**src/rtl/core/ptpi_pkg.sv**
```systemverilog
// Package: types, constants and helpers of the path-time interpolator
`default_nettype none
package ptpi_pkg;

    localparam int VAL_W     = 32;
    localparam int SEG_W     = 8;
    localparam int PER_W     = 31;
    localparam int KIND_W    = 2;
    localparam int STAT_W    = 2;
    localparam int WORD_W    = 4 * VAL_W;
    localparam int ROOT_W    = 24;
    localparam int DIVR_W    = 25;
    localparam int OPND_W    = 50;
    localparam int REM_W     = 27;
    localparam int STEP_W    = 6;
    localparam int SQRT_STEPS = 24;
    localparam int DIV_STEPS  = 50;
    localparam int WIDE_W    = 52;
    localparam int PROD_W    = 66;

    localparam logic [STAT_W-1:0] STAT_OK    = 2'd0;
    localparam logic [STAT_W-1:0] STAT_FULL  = 2'd1;
    localparam logic [STAT_W-1:0] STAT_EMPTY = 2'd2;

    localparam logic signed [WIDE_W-1:0] SAT_HI = 52'sd2147483647;
    localparam logic signed [WIDE_W-1:0] SAT_LO = -52'sd2147483648;

    typedef enum logic [KIND_W-1:0] {
        KIND_CLEAR = 2'd0,
        KIND_PUSH  = 2'd1,
        KIND_QUERY = 2'd2,
        KIND_NONE  = 2'd3
    } kind_t;

    typedef enum logic [3:0] {
        S_IDLE,
        S_SQ_GO,
        S_SQ_WAIT,
        S_DV_GO,
        S_DV_WAIT,
        S_Q_RD,
        S_Q_CHK,
        S_M1,
        S_M2,
        S_M3,
        S_M4,
        S_M5,
        S_OUT
    } state_t;

    typedef struct packed {
        logic start;
        logic is_div;
    } dsq_cmd_t;

    typedef struct packed {
        logic              done;
        logic [OPND_W-1:0] q;
    } dsq_rsp_t;

    function automatic logic signed [VAL_W-1:0] sat32(input logic signed [WIDE_W-1:0] x);
        logic signed [VAL_W-1:0] r;
        if (x > SAT_HI)
            r = SAT_HI[VAL_W-1:0];
        else if (x < SAT_LO)
            r = SAT_LO[VAL_W-1:0];
        else
            r = x[VAL_W-1:0];
        return r;
    endfunction

endpackage
`default_nettype wire

```
**src/rtl/core/ptpi_dsq.sv**
```systemverilog
// Shared bit-serial unit: square root (two bits a step) or division (one bit a step)
`default_nettype none
module ptpi_dsq
    import ptpi_pkg::*;
(
    input  wire logic              clk,
    input  wire logic              rst_n,
    input  wire dsq_cmd_t          cmd,
    input  wire logic [OPND_W-1:0] opnd,
    input  wire logic [DIVR_W-1:0] divisor,
    output dsq_rsp_t               rsp
);

    logic              busy_reg;
    logic              done_reg;
    logic              is_div_reg;
    logic [STEP_W-1:0] cnt_reg;
    logic [OPND_W-1:0] opnd_reg;
    logic [OPND_W-1:0] q_reg;
    logic [REM_W-1:0]  rem_reg;
    logic [DIVR_W-1:0] divr_reg;

    logic [REM_W-1:0]  rem_sh;
    logic [REM_W-1:0]  trial;
    logic [REM_W-1:0]  diff;
    logic              ge;
    logic [STEP_W-1:0] last_step;

    always_comb
    begin
        if (is_div_reg)
        begin
            rem_sh    = {rem_reg[REM_W-2:0], opnd_reg[OPND_W-1]};
            trial     = REM_W'(divr_reg);
            last_step = STEP_W'(DIV_STEPS - 1);
        end
        else
        begin
            rem_sh    = {rem_reg[REM_W-3:0], opnd_reg[OPND_W-1 -: 2]};
            trial     = {1'b0, q_reg[ROOT_W-1:0], 2'b01};
            last_step = STEP_W'(SQRT_STEPS - 1);
        end
        ge   = (rem_sh >= trial);
        diff = rem_sh - trial;
    end

    always_ff @(posedge clk or negedge rst_n)
    begin
        if (!rst_n)
        begin
            busy_reg <= 1'b0;
            done_reg <= 1'b0;
        end
        else
        begin
            done_reg <= 1'b0;
            if (cmd.start)
                busy_reg <= 1'b1;
            else if (busy_reg && cnt_reg == last_step)
            begin
                busy_reg <= 1'b0;
                done_reg <= 1'b1;
            end
        end
    end

    always_ff @(posedge clk)
    begin
        if (cmd.start)
        begin
            opnd_reg   <= opnd;
            divr_reg   <= divisor;
            rem_reg    <= '0;
            q_reg      <= '0;
            is_div_reg <= cmd.is_div;
            cnt_reg    <= '0;
        end
        else if (busy_reg)
        begin
            rem_reg  <= ge ? diff : rem_sh;
            q_reg    <= {q_reg[OPND_W-2:0], ge};
            opnd_reg <= is_div_reg ? {opnd_reg[OPND_W-2:0], 1'b0}
                                   : {opnd_reg[OPND_W-3:0], 2'b00};
            cnt_reg  <= cnt_reg + STEP_W'(1);
        end
    end

    assign rsp.done = done_reg;
    assign rsp.q    = q_reg;

endmodule
`default_nettype wire

```
**config.mk**
```make
export PLATFORM = sky130hd
export DESIGN_NAME = ptpi_dsq
export DESIGN_NICKNAME = d
export VERILOG_FILES = /design/src/rtl/core/ptpi_pkg.sv /design/src/rtl/core/ptpi_dsq.sv
export SDC_FILE = /design/constraint.sdc
export NUM_CORES = 1
export LEC_CHECK = 0
export ABC_AREA = 1
export BUFFER_PORTS_ARGS = -buffer_cell sky130_fd_sc_hd__buf_4
export CAP_MARGIN = 10
export CORE_MARGIN = 3
export CORE_UTILIZATION = 64
export CTS_BUF_LIST = sky130_fd_sc_hd__clkbuf_4 sky130_fd_sc_hd__clkbuf_8
export DETAILED_ROUTE_END_ITERATION = 16
export GPL_TIMING_DRIVEN = 1
export PLACE_DENSITY = 0.88
export SYNTH_ARGS = -nofsm -noshare
export SYNTH_HDL_FRONTEND = slang
export SYNTH_SLANG_ARGS = --single-unit
```
**constraint.sdc**
```tcl
create_clock -name clk -period 9.1 [get_ports clk]
set_input_delay 1.82 -clock clk [delete_from_list [all_inputs] [get_ports clk]]
set_output_delay 1.82 -clock clk [all_outputs]
set_load 0.05 [all_outputs]
```
==> flow_metrics.tcl <==
set metrics [dict create \
    numCtsBuffers 17 \
    cpPeakStageDelay_ns 0.79 \
    ir_worst_vdd_uv 148 \
    final_antenna_net_count 0 \
    hold_viol 0 \
    worst_pin_slew_ns 1.03 \
    rows 42 \
    ys_seq_elements 160 \
    routed_wl_um 23300 \
    drt-vias-per-instance 5.61 \
    grt_pass1_wl_um 36800 \
    synth_fp_nets 1314 \
    rsz0062_at_grt "no" \
    pin_count 130 \
    design.core.area_mm2 0.0134 \
    post_cts_buffers 0 \
    r2r_start "is_div_reg" \
    crit_path_cell_trace "buf_4, buf_4, clkinv_1, buf_4, nor2_1, a21oi_1" \
    relSlewSlack 0.313 \
    postCtsHoldBufs 0 \
    synth_cell_type_count 40 \
    start_kind "primary input" \
    grt_pass1_vias 7613 \
    critical_path_required_ns 9.31 \
    yosys_warnings 0 \
    clock_path_buffers 2 \
    drv_cap 0 \
    ctsResizeCount 0 \
    synth.top_cell.area_share 0.257 \
    overflow 0 \
    netlist_top_cells_area "edfxtp_1 (26%), dfxtp_1 (19%), nand2_1 (14%), inv_1 (7.1%), a21oi_1 (6.7%)" \
    drc 0 \
    synth_edf_count 76 \
    wire_per_inst_um 15.6 \
    rrSetupSlack_ns 5.13 \
    portBuffers 129 \
    drive_gt1_frac 0.155 \
    place_congestion 0.995 \
    setup_viol 0 \
    critPathSlowestCell "clkinv_1" \
    power_density_mw_per_mm2 238 \
    endpoint_kind "flip-flop" \
    netlist.top_cell.by_area "edfxtp_1" \
    synth.avg_cell_area_um2 7.35 \
    syn-cell-area_mm2 0.00887 \
    fin_nets 1413 \
    clock_latency_ns 0.46 \
    holdPathStages 2 \
    criticalPathCategory "primary input to flip-flop" \
    dpl.hpwl_um 16400 \
    grt_usage 0.308 \
    die_area_mm2 0.0153 \
    hold_path_class "flip-flop to flip-flop" \
    startpoint "cmd[1]" \
    area_growth_pct 15.7 \
    fin_crit_sh 0.447 \
    vias 8380 \
    critPathMaxFanout 89 \
    dieWidth_um 124 \
    diodes 0 \
    drt-initial-drc-count 977 \
    crit_top_cell "buf_4" \
    synth-seq-area-share 0.448 \
    max_freq_ghz 0.246 \
    leakagePower_nw 4.82 \
    synthFlopType "dfxtp_1" \
    die_y_um 124 \
    antenna_found_initial 0 \
    slew_viol_final 0 \
    finalClockSkew_ns 0.0157 \
    outcome "complete, no violations" \
    dr.pass1.iters 6 \
    finish.utilization 0.766 \
    cts_root_buffer "clkbuf_8" \
    cts_tree "yes" \
    clkTransAtPathRegs_ns 0.09 \
    period_needed_ns 4.07 \
    clock_sinks 160 \
    fillers 938 \
    start_util 0.662 \
    r2r_cells 16 \
    final.setup.tns_ns 0 \
    synthArstFlopShare 0.0125 \
    cp_data_arrival_time_ns 4.28 \
    grt_max_degree 93 \
    hold_start "rem_reg[15]" \
    synth_cells 1207 \
    htreeDepth 4 \
]
[cells in the mapped netlist (8+ instances only)]
cell,instances
o21ai_0,51
nor3_1,8
nand3_1,39
o21ai_1,12
edfxtp_1,76
dfxtp_1,82
xnor2_1,10
nand4_1,14
clkbuf_1,45
nor2_2,9
inv_1,168
a21oi_1,118
nand2_1,338
ha_1,27
nor2_1,108
o22ai_1,48
[area by class of cell]
class                   instances  area (µm²)  area share
clock buffers                  17         234      0.0228
clock inverters                15         169      0.0165
inverters                     176         664      0.0647
multi-input cells             817        4000       0.390
flip-flops and latches        160        3970       0.387
well taps                     176         220      0.0214
repair buffers                134        1010      0.0980
[layer usage]
layer,global-route usage,share of wire
met1,0.429,0.43
met2,0.462,0.45
met3,0.100,0.10
met4,0.0893,0.017
met5,0,0
[final timing paths]
check,endpoint
worst max register to register,rem_reg[9]
worst max-delay path,opnd_reg[39]
worst min register to register,rem_reg[15]
min in group asynchronous,busy_reg
worst min-delay path,rem_reg[15]
max in group asynchronous,done_reg
[kinds of logic (layout without fill, tap and decap cells)]
| group | after synthesis | in the layout | share of synthesized area |
|---|---|---|---|
| and+or+nand+nor | 542 | 542 | 0.257 |
| AOI/OAI and AO/OA | 233 | 233 | 0.140 |
| buffers and inverters | 230 | 342 | 0.101 |
| DFF | 160 | 160 | 0.448 |
| adders and majority gates | 28 | 28 | 0.0403 |
| xor gates and xnor gates | 13 | 13 | 0.0128 |
| muxes | 1 | 1 | 0.00113 |
[cells in the final DEF (no fill, tap or decap), types with 4 or more instances in the layout]
cell	instances
nand2_1	338
inv_1	168
buf_4	134
a21oi_1	118
nor2_1	108
dfxtp_1	82
edfxtp_1	76
o21ai_0	51
o22ai_1	48
nand3_1	39
ha_1	27
clkbuf_8	17
nand4_1	14
o21ai_1	12
xnor2_1	10
nor2_2	9
nor3_1	8
or2_2	7
nand2_2	7
inv_6	6
inv_2	5
nand3b_1	4
inv_8	4
[worst max-delay path: cells and delay by family]
family,cells,cell delay (ns)
and+or+nand+nor,1,0.18
AOI/OAI and AO/OA,1,0.07
buffers and inverters,4,2.13
[power breakdown]
group          switching, W  internal [W]
registers         0.0000500      0.000846
logic              0.000668      0.000353
clock network      0.000299      0.000231
total               0.00102       0.00143
[through the flow]
| stage | worst slack [ns] | hold WS, ns | cell area (µm²) | cells | total power (W) |
|---|---|---|---|---|---|
| after global routing | 4.78 | 0.488 | 10300 | 1495 | 0.00263 |
| after detailed placement | 4.65 | 0.446 | 9860 | 1463 | 0.00190 |
| after floorplan | 4.84 | 0.426 | 8870 | 1207 | 0.00168 |
| after CTS | 5.13 | 0.463 | 10300 | 1495 | 0.00243 |
| final | 5.03 | 0.461 | 10300 | 1495 | 0.00245 |
| after global placement | 4.74 | 0.438 | 9860 | 1463 | 0.00188 |
No activity file was read; power rests on OpenSTA's default activity.
